### src/rtl/eblm_pkg.sv
// Shared types and constants for the equalizer band level mapper.
package eblm_pkg;

  localparam int IDX_W   = 4;
  localparam int VAL_W   = 7;
  localparam int PAIR_W  = 3;
  localparam int LEVEL_W = 8;

  localparam logic [VAL_W-1:0] PERCENT_MAX   = 7'd100;
  localparam logic [VAL_W-1:0] PERCENT_UNITY = 7'd50;

  // level = ((a + b) * 2655 >> 13) - 32 + gain
  localparam logic [11:0] LEVEL_MULT  = 12'd2655;
  localparam int          LEVEL_SHIFT = 13;
  localparam logic [8:0]  LEVEL_BIAS  = 9'd32;

  // |p - 50| * 32 / 50 == (|p - 50| * 16) * 1311 >> 15 for the whole input range
  localparam logic [10:0] Q1_RECIP = 11'd1311;
  localparam int          Q1_SHIFT = 15;
  // y / 50 == y * 2622 >> 17 for y up to 3200
  localparam logic [11:0] Q2_RECIP = 12'd2622;
  localparam int          Q2_SHIFT = 17;

  // Controller to datapath strobes
  typedef struct packed {
    logic capture;   // input transfer: latch index and saturated value
    logic check;     // compare against stored slider, write on change
    logic scan;      // fold read data into running min/max
    logic gain1;     // |p-50|*32/50
    logic gain2;     // times (100-max) or min
    logic gain3;     // divide by 50, apply sign
    logic pair_a;    // latch even band of the pair
    logic pair_b;    // odd band: sum and scale
    logic load_out;  // load output register
    logic last;      // final pair of the run
  } cmd_t;

  typedef struct packed {
    logic update;    // slider value changed and index is in range
  } status_t;

endpackage

### src/rtl/eblm_datapath.sv
// Datapath: slider store, min/max scan, prefactor gain and level arithmetic.
module eblm_datapath #(
  parameter int BAND_COUNT = 10,
  parameter int CW = $clog2(BAND_COUNT)
) (
  input  logic                              clk,
  input  logic                              rst,
  input  eblm_pkg::cmd_t                    cmd,
  input  logic [CW-1:0]                     addr,
  input  logic [eblm_pkg::PAIR_W-1:0]       pair,
  input  logic [eblm_pkg::IDX_W-1:0]        in_index,
  input  logic [eblm_pkg::VAL_W-1:0]        in_value,
  output eblm_pkg::status_t                 status,
  output logic [eblm_pkg::PAIR_W-1:0]       out_pair,
  output logic signed [eblm_pkg::LEVEL_W-1:0] out_level,
  output logic                              out_last
);

  localparam int SLIDERS = BAND_COUNT + 1;

  logic [eblm_pkg::VAL_W-1:0] store [SLIDERS];
  logic [eblm_pkg::IDX_W-1:0] idx_reg;
  logic [eblm_pkg::VAL_W-1:0] val_reg;
  logic [eblm_pkg::VAL_W-1:0] rd;
  logic [4:0]                 sel;
  logic                       idx_ok;
  logic                       update;

  logic [eblm_pkg::VAL_W-1:0] lo;
  logic [eblm_pkg::VAL_W-1:0] hi;

  logic [eblm_pkg::VAL_W-1:0] p;
  logic                       p_neg;
  logic [5:0]                 dmag;
  logic [20:0]                q1_prod;
  logic [5:0]                 q1;
  logic                       neg;
  logic [eblm_pkg::VAL_W-1:0] factor;
  logic [11:0]                y;
  logic [23:0]                q2_prod;
  logic [6:0]                 g;
  logic signed [7:0]          gain;

  logic [eblm_pkg::VAL_W-1:0] a_reg;
  logic [7:0]                 pair_sum;
  logic [19:0]                prod;
  logic [6:0]                 base;
  logic signed [8:0]          level;

  // one read port, index during check, controller address otherwise
  assign sel    = cmd.check ? {1'b0, idx_reg} : 5'(addr);
  assign idx_ok = {1'b0, idx_reg} < 5'(SLIDERS);

  always_comb begin
    rd = eblm_pkg::PERCENT_UNITY;
    for (int j = 0; j < SLIDERS; j++) begin
      if (sel == 5'(j)) rd = store[j];
    end
  end

  assign update        = cmd.check && idx_ok && (rd != val_reg);
  assign status.update = update;

  always_ff @(posedge clk) begin
    if (cmd.capture) begin
      idx_reg <= in_index;
      val_reg <= (in_value > eblm_pkg::PERCENT_MAX) ? eblm_pkg::PERCENT_MAX : in_value;
    end
  end

  always_ff @(posedge clk) begin
    if (rst) begin
      for (int j = 0; j < SLIDERS; j++) store[j] <= eblm_pkg::PERCENT_UNITY;
    end else if (update) begin
      for (int j = 0; j < SLIDERS; j++) begin
        if (sel == 5'(j)) store[j] <= val_reg;
      end
    end
  end

  // running min/max over the band sliders
  always_ff @(posedge clk) begin
    if (cmd.check) begin
      lo <= '1;
      hi <= '0;
    end else if (cmd.scan) begin
      if (rd < lo) lo <= rd;
      if (rd > hi) hi <= rd;
    end
  end

  // prefactor gain, magnitudes with sign applied at the end (truncation toward zero)
  assign p       = store[BAND_COUNT];
  assign p_neg   = p < eblm_pkg::PERCENT_UNITY;
  assign dmag    = p_neg ? 6'(eblm_pkg::PERCENT_UNITY - p) : 6'(p - eblm_pkg::PERCENT_UNITY);
  assign q1_prod = {dmag, 4'b0} * eblm_pkg::Q1_RECIP;
  assign factor  = neg ? lo : eblm_pkg::PERCENT_MAX - hi;
  assign q2_prod = y * eblm_pkg::Q2_RECIP;
  assign g       = q2_prod[eblm_pkg::Q2_SHIFT +: 7];

  always_ff @(posedge clk) begin
    if (cmd.gain1) begin
      q1  <= q1_prod[eblm_pkg::Q1_SHIFT +: 6];
      neg <= p_neg;
    end
    if (cmd.gain2) y <= 12'(q1) * 12'(factor);
    if (cmd.gain3) gain <= neg ? -$signed({1'b0, g}) : $signed({1'b0, g});
  end

  // per-pair level
  assign pair_sum = {1'b0, a_reg} + {1'b0, rd};
  assign base     = prod[eblm_pkg::LEVEL_SHIFT +: 7];
  assign level    = $signed({2'b0, base}) - $signed(eblm_pkg::LEVEL_BIAS) + 9'(gain);

  always_ff @(posedge clk) begin
    if (cmd.pair_a) a_reg <= rd;
    if (cmd.pair_b) prod <= pair_sum * eblm_pkg::LEVEL_MULT;
    if (cmd.load_out) begin
      out_pair  <= pair;
      out_level <= level[eblm_pkg::LEVEL_W-1:0];
      out_last  <= cmd.last;
    end
  end

endmodule

### src/rtl/eblm_ctrl.sv
// Controller: sequences check, min/max scan, gain steps and per-pair output.
module eblm_ctrl #(
  parameter int BAND_COUNT = 10,
  parameter int CW = $clog2(BAND_COUNT)
) (
  input  logic                        clk,
  input  logic                        rst,
  input  logic                        s_tvalid,
  output logic                        s_tready,
  output logic                        m_tvalid,
  input  logic                        m_tready,
  input  eblm_pkg::status_t           status,
  output eblm_pkg::cmd_t              cmd,
  output logic [CW-1:0]               addr,
  output logic [eblm_pkg::PAIR_W-1:0] pair
);

  localparam int PAIR_COUNT = BAND_COUNT / 2;

  typedef enum logic [9:0] {
    IDLE   = 10'b0000000001,
    CHECK  = 10'b0000000010,
    SCAN   = 10'b0000000100,
    GAIN1  = 10'b0000001000,
    GAIN2  = 10'b0000010000,
    GAIN3  = 10'b0000100000,
    PAIR_A = 10'b0001000000,
    PAIR_B = 10'b0010000000,
    PAIR_C = 10'b0100000000,
    SEND   = 10'b1000000000
  } state_t;

  state_t                      state, state_next;
  logic [CW-1:0]               cnt, cnt_next;
  logic [eblm_pkg::PAIR_W-1:0] pk, pk_next;

  assign s_tready = (state == IDLE);
  assign m_tvalid = (state == SEND);
  assign addr     = cnt;
  assign pair     = pk;

  always_comb begin
    state_next   = state;
    cnt_next     = cnt;
    pk_next      = pk;
    cmd          = '0;
    cmd.last     = (pk == eblm_pkg::PAIR_W'(PAIR_COUNT - 1));
    case (state)
      IDLE: begin
        cmd.capture = s_tvalid;
        if (s_tvalid) state_next = CHECK;
      end
      CHECK: begin
        cmd.check = 1'b1;
        cnt_next  = '0;
        state_next = status.update ? SCAN : IDLE;
      end
      SCAN: begin
        cmd.scan = 1'b1;
        if (cnt == CW'(BAND_COUNT - 1)) begin
          state_next = GAIN1;
        end else begin
          cnt_next = cnt + 1'b1;
        end
      end
      GAIN1: begin
        cmd.gain1  = 1'b1;
        state_next = GAIN2;
      end
      GAIN2: begin
        cmd.gain2  = 1'b1;
        state_next = GAIN3;
      end
      GAIN3: begin
        cmd.gain3  = 1'b1;
        cnt_next   = '0;
        pk_next    = '0;
        state_next = PAIR_A;
      end
      PAIR_A: begin
        cmd.pair_a = 1'b1;
        cnt_next   = cnt + 1'b1;
        state_next = PAIR_B;
      end
      PAIR_B: begin
        cmd.pair_b = 1'b1;
        cnt_next   = cnt + 1'b1;
        state_next = PAIR_C;
      end
      PAIR_C: begin
        cmd.load_out = 1'b1;
        state_next   = SEND;
      end
      SEND: begin
        if (m_tready) begin
          if (cmd.last) begin
            state_next = IDLE;
          end else begin
            pk_next    = pk + 1'b1;
            state_next = PAIR_A;
          end
        end
      end
      default: state_next = IDLE;
    endcase
  end

  always_ff @(posedge clk) begin
    if (rst) begin
      state <= IDLE;
      cnt   <= '0;
      pk    <= '0;
    end else begin
      state <= state_next;
      cnt   <= cnt_next;
      pk    <= pk_next;
    end
  end

endmodule

### src/rtl/equalizer_band_level_mapper.sv
// One slider transfer at a time: a changed slider runs CHECK, a min/max SCAN of the band sliders,
// GAIN1, GAIN2, GAIN3 and then PAIR_A, PAIR_B, PAIR_C and SEND for each pair, with SEND waiting on
// m_tready; an ignored or unchanged one goes from CHECK back to IDLE. Levels go out one pair at a
// time, paced by the single store read port walked by the controller.
// Reset (rst, synchronous, active high): all sliders return to 50, controller goes idle.
// Top level of the equalizer band level mapper.
module equalizer_band_level_mapper #(
  parameter int BAND_COUNT = 10
) (
  input  logic        clk,
  input  logic        rst,
  // slider write stream
  input  logic        s_tvalid,
  output logic        s_tready,
  input  logic [15:0] s_tdata,   // [3:0] slider_index, [10:4] slider_value, [15:11] zero
  // band level stream
  output logic        m_tvalid,
  input  logic        m_tready,
  output logic [15:0] m_tdata,   // [2:0] band_pair, [10:3] level (signed), [15:11] zero
  output logic        m_tlast    // set on the final pair of the run
);

  localparam int CW         = $clog2(BAND_COUNT);
  localparam int PAIR_COUNT = BAND_COUNT / 2;

  eblm_pkg::cmd_t                         cmd;
  eblm_pkg::status_t                      status;
  logic [CW-1:0]                          addr;
  logic [eblm_pkg::PAIR_W-1:0]            pair;
  logic [eblm_pkg::PAIR_W-1:0]            out_pair;
  logic signed [eblm_pkg::LEVEL_W-1:0]    out_level;

  // Controller owns the handshake and the band/pair counters.
  eblm_ctrl #(
    .BAND_COUNT (BAND_COUNT),
    .CW         (CW)
  ) u_ctrl (
    .clk      (clk),
    .rst      (rst),
    .s_tvalid (s_tvalid),
    .s_tready (s_tready),
    .m_tvalid (m_tvalid),
    .m_tready (m_tready),
    .status   (status),
    .cmd      (cmd),
    .addr     (addr),
    .pair     (pair)
  );

  // Datapath holds the slider store and the output register.
  eblm_datapath #(
    .BAND_COUNT (BAND_COUNT),
    .CW         (CW)
  ) u_dp (
    .clk       (clk),
    .rst       (rst),
    .cmd       (cmd),
    .addr      (addr),
    .pair      (pair),
    .in_index  (s_tdata[3:0]),
    .in_value  (s_tdata[10:4]),
    .status    (status),
    .out_pair  (out_pair),
    .out_level (out_level),
    .out_last  (m_tlast)
  );

  assign m_tdata = {5'b0, out_level, out_pair};

`ifndef SYNTH
  // input and output sides are never open at once
  a_excl: assert property (@(posedge clk) disable iff (rst) !(s_tready && m_tvalid))
    else $error("input ready while a result is pending");

  // after the final level of a run goes out, the block is ready again
  a_ready_after_last: assert property (@(posedge clk) disable iff (rst)
    (m_tvalid && m_tready && m_tlast) |=> s_tready)
    else $error("not ready after final transfer");

  a_level_range: assert property (@(posedge clk) disable iff (rst)
    m_tvalid |-> ($signed(m_tdata[10:3]) >= -96 && $signed(m_tdata[10:3]) <= 96))
    else $error("level out of range");

  a_pair_range: assert property (@(posedge clk) disable iff (rst)
    m_tvalid |-> (m_tdata[2:0] <= 3'(PAIR_COUNT - 1)))
    else $error("band pair out of range");

  a_last_pair: assert property (@(posedge clk) disable iff (rst)
    (m_tvalid && m_tlast) |-> (m_tdata[2:0] == 3'(PAIR_COUNT - 1)))
    else $error("last flag on wrong pair");
`endif

endmodule
### config.mk
export PLATFORM = sky130hd
export DESIGN_NAME = equalizer_band_level_mapper
export DESIGN_NICKNAME = d
export VERILOG_FILES = /design/src/rtl/eblm_pkg.sv /design/src/rtl/eblm_datapath.sv /design/src/rtl/eblm_ctrl.sv /design/src/rtl/equalizer_band_level_mapper.sv
export SDC_FILE = /design/constraint.sdc
export NUM_CORES = 1
export LEC_CHECK = 0
export ABC_AREA = 0
export BUFFER_PORTS_ARGS = -buffer_cell sky130_fd_sc_hd__buf_4
export CAP_MARGIN = 20
export CORE_ASPECT_RATIO = 0.9
export CORE_MARGIN = 3
export CORE_UTILIZATION = 30
export CTS_CLUSTER_DIAMETER = 100
export DETAILED_ROUTE_END_ITERATION = 16
export HOLD_SLACK_MARGIN = 0.15
export MAX_ROUTING_LAYER = met4
export PLACE_DENSITY_LB_ADDON = 0.2
export SLEW_MARGIN = 20
export SYNTH_ARGS = -nofsm -noshare
export SYNTH_HDL_FRONTEND = slang
export SYNTH_SLANG_ARGS = --single-unit
### constraint.sdc
create_clock -name clk -period 23.7 [get_ports clk]
set_input_delay 2.37 -clock clk [delete_from_list [all_inputs] [get_ports clk]]
set_output_delay 2.37 -clock clk [all_outputs]
set_load 0.005 [all_outputs]
# After elaboration in Yosys (flattened, before gate mapping)
# Memory sizes are Yosys's and may differ from the RTL's.
# Index checks and enable logic that the tools add are counted.
op_classes:
  add_sub_neg: 9
  n_mul: 4
  magnitude_cmp: 5
  eq_ne: 28
  muxes: 92
  bitwise_logic: 11
  n_reduce_logical: 12
op_table:
  columns: ["op", "count"]
  rows:
  - ["$mux W7", 25]
  - ["$pmux W10 S10", 1]
  - ["$mux W1", 55]
  - ["$mux W10", 3]
  - ["$mul A12 B11 Y23 const B", 1]
  - ["$eq A5 B3 Y1 const B", 4]
  - ["$mul A8 B12 Y20 const B", 1]
  - ["$mul A6 B11 Y17 const B", 1]
  - ["$eq A5 B4 Y1 const B", 3]
  - ["$mul A6 B7 Y12", 1]
  - ["$pmux W4 S3", 1]
  - ["$or A1 B1 Y1", 11]
  - ["$eq A10 B1 Y1 const B", 1]
  - ["$eq A10 B10 Y1 const B", 1]
  - ["$eq A10 B2 Y1 const B", 1]
  - ["$eq A10 B3 Y1 const B", 1]
  - ["$eq A10 B4 Y1 const B", 1]
  - ["$eq A10 B5 Y1 const B", 1]
  - ["$eq A10 B6 Y1 const B", 1]
  - ["$eq A10 B7 Y1 const B", 1]
  - ["$eq A10 B8 Y1 const B", 1]
  - ["$eq A10 B9 Y1 const B", 1]
  - ["$eq A5 B2 Y1 const B", 2]
  - ["$mux W3", 3]
  - ["30 further kinds", 39]
word_totals:
  ff_bits: 108
  ram_bits: 77
  inputBits: 20
  out_inout_bits: 19
  n_memories: 1
memory_table:
  columns: ["memory", "depth", "width", "read_ports", "rd_ports_with_merged_regs", "write_ports", "line", "rtl"]
  rows:
  - ["u_dp.store", 11, 7, 11, 0, 11, "eblm_datapath.sv:21", "logic [eblm_pkg::VAL_W-1:0] store [SLIDERS];"]

# Logic depth before layout (Yosys ltp)
# Gate-level depths: netlist (run 1).
logic_depth:
  ltp_word: 21
  depth_mapped: 36
  ltp_nobuf: 33

# By module
# A second synthesis (run 1) with hierarchy kept.
unflattened:
  cells_unflattened: 1507
  hier_area_um2: 15491.1
by_module_without_submodules:
  columns: ["mod", "n_inst", "cells_each", "area_per_inst_um2"]
  rows:
  - ["eblm_datapath", 1, 1379, 14405.1]
  - ["eblm_ctrl", 1, 122, 1044.8]
  - ["equalizer_band_level_mapper", 1, 6, 41.3]

# Worst setup path before layout (run 1)
# No wires, ideal clock.
synth_timing:
  path_type: "register -> register"
  from: "register u_ctrl.state[5]"
  to: "register u_dp.prod[18], data pin"
  setup_time_ps: 258
  arrival_time_ps: 7726
  required_time_ps: 23442
  setup_slack_ps: 15716
  stages_incl_launch_ff: 33
  path_buffers: 2
  path_cell_list: "dfxtp_1 or4b_1 buf_2 nor3_4 buf_2 a221oi_1 or3_1 a32oi_1 a21boi_1 inv_1 fa_1 nor2b_1 o21ai_0 nand2b_1 a21o_1 a21o_1 xor2_1 inv_1 fa_1 xor2_1 ha_1 nor2_1 fa_1 inv_1 fa_1 ha_1 a2111oi_0 inv_1 o31ai_1 nand4b_1 nand4b_1 a21oi_1 xnor2_1"
synth_via:
  elab_chain_cells: 17
  word_cells_on_any_way: 27
  cone_classes: "add/sub (1); mul (1); eq/ne (11); mux (13); reduce/logical (1)"
synth_rtl:
  columns: ["item", "line", "rtl"]
  rows:
  - ["start: declaration", "eblm_ctrl.sv:33", "state_t state, state_next;"]
  - ["start signal: assignment", "eblm_ctrl.sv:114", "state <= state_next;"]
  - ["$eq A10 B2 Y1 (*)", "eblm_ctrl.sv:48", "case (state)"]
  - ["$mux W1 (*)", "eblm_ctrl.sv:48", null]
  - ["$mux W4 (*)", "eblm_datapath.sv:51", "assign sel = cmd.check ? {1'b0, idx_reg} : 5'(addr);"]
  - ["$logic_not A5 Y1", "eblm_datapath.sv:57", "if (sel == 5'(j)) rd = store[j];"]
  - ["$mux W7 (10 in series)", "eblm_datapath.sv:57", null]
  - ["$mux W7 (*)", "eblm_datapath.sv:57", null]
  - ["via u_dp.rd, one bit", "eblm_datapath.sv:24", "logic [eblm_pkg::VAL_W-1:0] rd;"]
  - ["$add A7 B7 Y8 (*)", "eblm_datapath.sv:111", "assign pair_sum = {1'b0, a_reg} + {1'b0, rd};"]
  - ["$mul A8 B12 Y20 (*)", "eblm_datapath.sv:117", "if (cmd.pair_b) prod <= pair_sum * eblm_pkg::LEVEL_MULT;"]
  - ["end signal: assignment", "eblm_datapath.sv:117", null]
  - ["end: declaration", "eblm_datapath.sv:46", "logic [19:0] prod;"]
# Mark *: on every way through the listed nets, which the timed path passes. The rest lies on a longest branch.
# A chain may end at the register's enable or synchronous reset.

# Worst setup path in the final report (run 1)
layout_timing:
  from: "register u_ctrl.state[1]"
  to: "register u_dp.prod[18], data pin"
# Same word-level chain as after synthesis.

==> results of run 1 <==
-- through the flow --
stage	setup WS [ns]	instance area [µm²]	std cells	power, µW
detailed placement	14.36	16700	2220	1770
global route	13.59	17300	2251	2310
global placement	14.34	16700	2220	1750
floorplan	15.72	15800	1559	1460
CTS	14.32	17200	2251	2070
finish	14.32	17300	2251	2040
-- placed cells by master (no fill, tap or decap), types with 33 or more instances in the layout --
master    count
nand2_1      79
o21ai_0      47
edfxtp_1    141
xnor2_1      42
ha_1        231
nor2_1       73
fa_1         95
nand4_1      33
a21oi_1      64
nor4_1       39
buf_4        43
inv_1       218
-- kinds of logic (layout without fill, tap and decap cells) --
| family | Yosys count | count (layout) | synth area share |
|---|---|---|---|
| xor gates and xnor gates | 61 | 61 | 0.0339 |
| adders and majority gates | 326 | 326 | 0.304 |
| buffers and inverters | 285 | 297 | 0.0712 |
| DFF | 172 | 172 | 0.308 |
| and+or+nand+nor | 421 | 421 | 0.147 |
| muxes | 37 | 37 | 0.0268 |
| AOI/OAI and AO/OA | 252 | 252 | 0.108 |
| other | 1 | 5 | 0.000238 |
-- routing by layer --
layer / part of all wire / wire length (µm)
met5: 0 / 0
met4: 0.014 / 544
met3: 0.058 / 2300
met2: 0.45 / 18000
met1: 0.48 / 19100
-- critical path, delay by kind of cell, from the launching register on --
kind / cells / cell delay [ns]
AOI/OAI and AO/OA: 10 / 2.92
DFF: 1 / 0.43
and+or+nand+nor: 7 / 1.55
xor gates and xnor gates: 3 / 0.87
adders and majority gates: 6 / 2.41
buffers and inverters: 6 / 0.90
-- power by group through the flow --
stage          Clock, µW  Sequential, µW  Combinational [µW]
2_1_floorplan          0             408                1050
3_3_place_gp           0             425                1320
3_5_place_dp           0             425                1340
4_1_cts              299             419                1360
5_1_grt              312             422                1580
6_report             292             419                1330
-- worst paths after layout --
kind | from | endpoint | slack [ns] | cells after the start
hold / removal | u_dp.lo[2] | u_dp.lo[2] | 0.51 | 2
setup / recovery | u_ctrl.state[1] | u_dp.prod[18] | 14.32 | 32
setup reg to reg | u_ctrl.state[1] | u_dp.prod[18] | 14.32 | 32
hold reg to reg | u_dp.lo[2] | u_dp.lo[2] | 0.51 | 2
-- layout make-up --
class	count	area, µm²	share of cell area
tap	680	851	0.0493
sequential	172	4850	0.281
clock buffer	17	425	0.0246
timing repair buffer	43	323	0.0187
multi-input combinational	1102	9810	0.568
inverter	223	837	0.0485
clock inverter	14	159	0.00921
==> impl_metrics.py, run 1 <==
metrics = {
    "cts": {
        "root_buffer": "clkbuf_16",
        "cts_tree": "done",
        "clkTransAtPathRegs_ns": 0.07,
        "cts_buffer_depth": 2,
        "htree_num_levels": 4,
        "clk_latency_ns": 0.45,
        "cts_setup_buffers": 0,
        "cts-buffers-inserted": 17,
        "cts_resized": 0,
        "clock-sinks": 172,
        "hold_buffers": 0,
    },
    "global_routing": {
        "grt_first_pass_wirelength_um": 64000,
        "grt_max_degree": 51,
        "overflow": 0,
        "antenna_found_initial": 0,
        "grt_pass1_vias": 11400,
        "top_usage_layer": "met2",
        "grtUsageTotal": 0.152,
        "met1_usage": 0.212,
        "met3_usage": 0.0236,
        "use_met2": 0.234,
    },
    "timing": {
        "fin_worst_skew_ns": 0.0129,
        "finalHoldViolCount": 0,
        "hold_slack_ns": 0.513,
        "slew_viol_final": 0,
        "tightest_slew_ns": 1.03,
        "fin_crit_sh": 0.396,
        "fin_setup_tns_ns": 0,
        "slew_headroom": 0.308,
        "fmax_mhz": 107,
        "timing.final.crit_period_ns": 9.38,
        "setup_violations": 0,
        "rsz0062_at_grt": "no",
    },
    "critical_path": {
        "crit_fanout": 30,
        "critPathLaunchType": "flip-flop",
        "cp-end-kind": "flip-flop",
        "cp_slowest_cell": "nor4b_2",
        "max_stage_delay_ns": 0.79,
        "crit_type": "flip-flop to flip-flop",
        "required_ns": 23.91,
        "crit_arrival_ns": 9.58,
    },
    "yosys": {
        "synth-async-reset-ratio": 0,
        "synth_edf_count": 141,
        "yosys.area.top_type": "edfxtp_1",
        "ys_seq_area_frac": 0.308,
        "synth.distinct_cells": 84,
        "synth_common_cells": "231 x ha_1, 218 x inv_1, 141 x edfxtp_1",
        "syn_area_per_cell_um2": 10.1,
        "ys_warn_count": 0,
        "netlist_top_cells_area": "edfxtp_1 27%, ha_1 18%, fa_1 12%",
        "syn_inst": 1555,
        "ys_seq_elements": 172,
        "synth_top_area_share": 0.269,
        "post-synth-top-count-cell": "ha_1",
        "syn-cell-area_mm2": 0.0157,
        "synth-main-ff-cell": "edfxtp_1",
    },
    "drt": {
        "vias": 11500,
        "post_drt_wl_per_cell_um": 17.7,
        "via_per_inst": 5.10,
        "drc_errors": 0,
        "initialDrtViolationCount": 920,
        "drt_wl_total_um": 39900,
        "postRouteAntennaNets": 0,
        "drtPass1Iterations": 7,
    },
    "cells_and_area": {
        "top_regs": "u_dp.store x77, u_dp.y x12, u_ctrl.state x10",
        "nNetsFinal": 1905,
        "area_delta_synth_final_pct": 9.67,
        "n_antenna_cell": 0,
        "largest_register_ffs": 77,
        "fillCellCount": 5196,
        "regMostFlops": "u_dp.store",
        "post-route-util": 0.337,
        "drive_above_1_share": 0.0700,
    },
    "floorplan": {
        "initial_core_util": 0.308,
        "coreArea_mm2": 0.0511,
        "rows": 78,
        "chipHeight_um": 223,
        "ioPinCount": 39,
        "die-area_mm2": 0.0552,
        "die_w_um": 247,
    },
    "hold_path": {
        "hold_class": "flip-flop to flip-flop",
    },
    "pwr": {
        "switching_power_uw": 907,
        "p_per_area_mw_per_mm2": 118,
        "p_sw_frac": 0.446,
        "ir_drop_mv": 0.103,
        "p_comb_frac": 0.651,
        "p_int_uw": 1130,
        "clockPowerShare": 0.143,
        "seqPwrFrac": 0.206,
        "leakage_uw": 0.00738,
    },
    "run_status": {
        "status": "completed",
    },
    "place": {
        "place_hpwl_um": 30700,
        "gp_congestion": 0.883,
        "port_buffers": 28,
    },
    "flow_run": {
        "cap_viol_max_count": 0,
    },
}
Note: power is estimated with default switching activity, not from simulation.
==> run 2, diff against run 1 <==
==> constraint.sdc (replaced) <==
create_clock -name clk -period 8.1 [get_ports clk]
set_input_delay 0.81 -clock clk [delete_from_list [all_inputs] [get_ports clk]]
set_output_delay 0.81 -clock clk [all_outputs]
set_load 0.005 [all_outputs]
==> run 2 against run 1 <==
Highest routed layer unchanged. Non-clock buffer count rose by 65. Worst setup slack got worse by 14 ns. Hold slack improved by 0.0020 ns. Critical endpoint unchanged. Power rose to 3.1 times the previous value. Routed wire length rose by 2.2%.
==> impl_metrics.py, run 2 (synthesis gave the netlist of run 1 again) <==
metrics = {
    "drt": {
        "postRouteAntennaNets": 0,
        "post_drt_wl_per_cell_um": 17.6,
        "drtPass1Iterations": 5,
        "vias": 11800,
        "drc_errors": 0,
        "drt_wl_total_um": 40800,
        "initialDrtViolationCount": 733,
        "via_per_inst": 5.07,
    },
    "critical_path": {
        "required_ns": 8.31,
        "crit_fanout": 6,
        "critPathLaunchType": "flip-flop",
        "timing.rr.start": "u_ctrl.state[5]",
        "cp-startpoint": "u_ctrl.state[5]",
        "cp_slowest_cell": "fa_2",
        "crit_type": "flip-flop to flip-flop",
        "crit_arrival_ns": 7.82,
        "cp-end-kind": "flip-flop",
        "max_stage_delay_ns": 0.63,
    },
    "timing": {
        "fin_setup_tns_ns": 0,
        "tightest_slew_ns": 1.06,
        "finalHoldViolCount": 0,
        "hold_slack_ns": 0.515,
        "fin_worst_skew_ns": 0.00907,
        "slew_headroom": 0.284,
        "timing.final.crit_period_ns": 7.61,
        "setup_violations": 0,
        "fmax_mhz": 131,
        "slew_viol_final": 0,
        "rsz0062_at_grt": "no",
        "fin_crit_sh": 0.940,
    },
    "cells_and_area": {
        "seq_area_mm2": 0.00486,
        "area_delta_synth_final_pct": 13.8,
        "largest_register_ffs": 77,
        "top_regs": "u_dp.store x77, u_dp.y x12, u_ctrl.state x10",
        "n_antenna_cell": 0,
        "nNetsFinal": 1970,
        "drive_above_1_share": 0.118,
        "multiInputGateArea_mm2": 0.00990,
        "fillCellCount": 5205,
        "final_cell_mix": "230 x ha_1, 218 x inv_1, 141 x edfxtp_1, 105 x buf_4, 94 x fa_1",
        "regMostFlops": "u_dp.store",
        "mostFrequentLayoutCell": "ha_1",
        "post-route-util": 0.350,
    },
    "pwr": {
        "ir_drop_mv": 0.417,
        "power_uw": 6340,
        "leakage_uw": 0.00775,
        "p_per_area_mw_per_mm2": 354,
    },
    "place": {
        "place_hpwl_um": 32200,
        "gp_congestion": 0.890,
        "port_buffers": 28,
    },
    "global_routing": {
        "grt_pass1_vias": 11600,
        "grt_max_degree": 51,
        "overflow": 0,
        "grt_first_pass_wirelength_um": 65000,
        "grtUsageTotal": 0.155,
        "antenna_found_initial": 0,
    },
    "cts": {
        "clk_latency_ns": 0.45,
        "hold_buffers": 0,
        "cts-buffers-inserted": 17,
        "cts_tree": "done",
        "clock-sinks": 172,
        "cts_buffer_depth": 2,
        "htree_num_levels": 4,
        "clkTransAtPathRegs_ns": 0.08,
        "root_buffer": "clkbuf_16",
    },
    "floorplan": {
        "chipHeight_um": 223,
        "coreArea_mm2": 0.0511,
        "die_w_um": 247,
        "initial_core_util": 0.308,
        "die-area_mm2": 0.0552,
        "ioPinCount": 39,
        "rows": 78,
    },
    "hold_path": {
        "hold_class": "flip-flop to flip-flop",
        "min_from": "u_dp.lo[2]",
    },
    "run_status": {
        "status": "completed",
    },
    "flow_run": {
        "cap_viol_max_count": 0,
    },
}
## run 2: changes by cell type in the layout (fill, tap and decap cells not counted), moves of 2 or more
cell      before  now
a21oi_1       64   62
a21oi_2        0    2
buf_4         43  105
clkinv_2       2    0
clkinv_4       1    3
inv_8          3    6
mux2i_1       23   21
mux2i_2        0    2
o21ai_0       47   44
o21ai_1        2    4
o31ai_1        8    6
o31ai_2        4    6
## run 2: area by class of cell
type,count,area share
clock buffers,17,0.0237
clock inverters,15,0.0110
inverters,223,0.0467
multi-input cells,1102,0.553
flip-flops and latches,172,0.271
well taps,680,0.0475
repair buffers,108,0.0471
## run 2: critical path, delay by kind of cell (launching register included)
family / cells / cell delay [ns]
adders and majority gates: 6 / 2.56
AOI/OAI and AO/OA: 12 / 2.37
and+or+nand+nor: 5 / 1.01
buffers and inverters: 6 / 0.72
xor gates and xnor gates: 3 / 0.41
DFF: 1 / 0.32
## run 2: metrics by stage
stage	cell area, µm²	instances	worst slack [ns]
2_1_floorplan	15800	1559	0.116
3_3_place_gp	17100	2279	0.0624
3_5_place_dp	17100	2280	0.0351
4_1_cts	17700	2312	0.0145
5_1_grt	17900	2317	0.00191
6_report	17900	2317	0.488
## run 2: worst paths after layout
| path | end | slack [ns] | depth (start not counted) |
|---|---|---|---|
| max | u_dp.prod[18] | 0.49 | 32 |
| min | u_dp.lo[2] | 0.51 | 2 |
| max reg2reg | u_dp.prod[18] | 0.49 | 32 |
| min reg2reg | u_dp.lo[2] | 0.51 | 2 |
## run 2: repair_timing
item	in CTS	in global routing
gates resized for setup	0	25
setup endpoints to repair	0	6
buffers inserted	0	4
## run 2: power breakdown
part	leakage, µW	total (µW)	internal (µW)	switching [µW]
registers	0.00153	1200	1150	58.3
logic	0.00591	4250	1900	2360
clock network	0.000307	879	474	405
## run 2: layer usage
metal,routed length (µm),global-route usage,share of wire,up-vias
li1,-,-,-,5671
met1,19900,0.218,0.49,5755
met2,18100,0.233,0.44,285
met3,2140,0.0269,0.053,39
met4,666,0.0348,0.016,0
met5,0,-,0,-
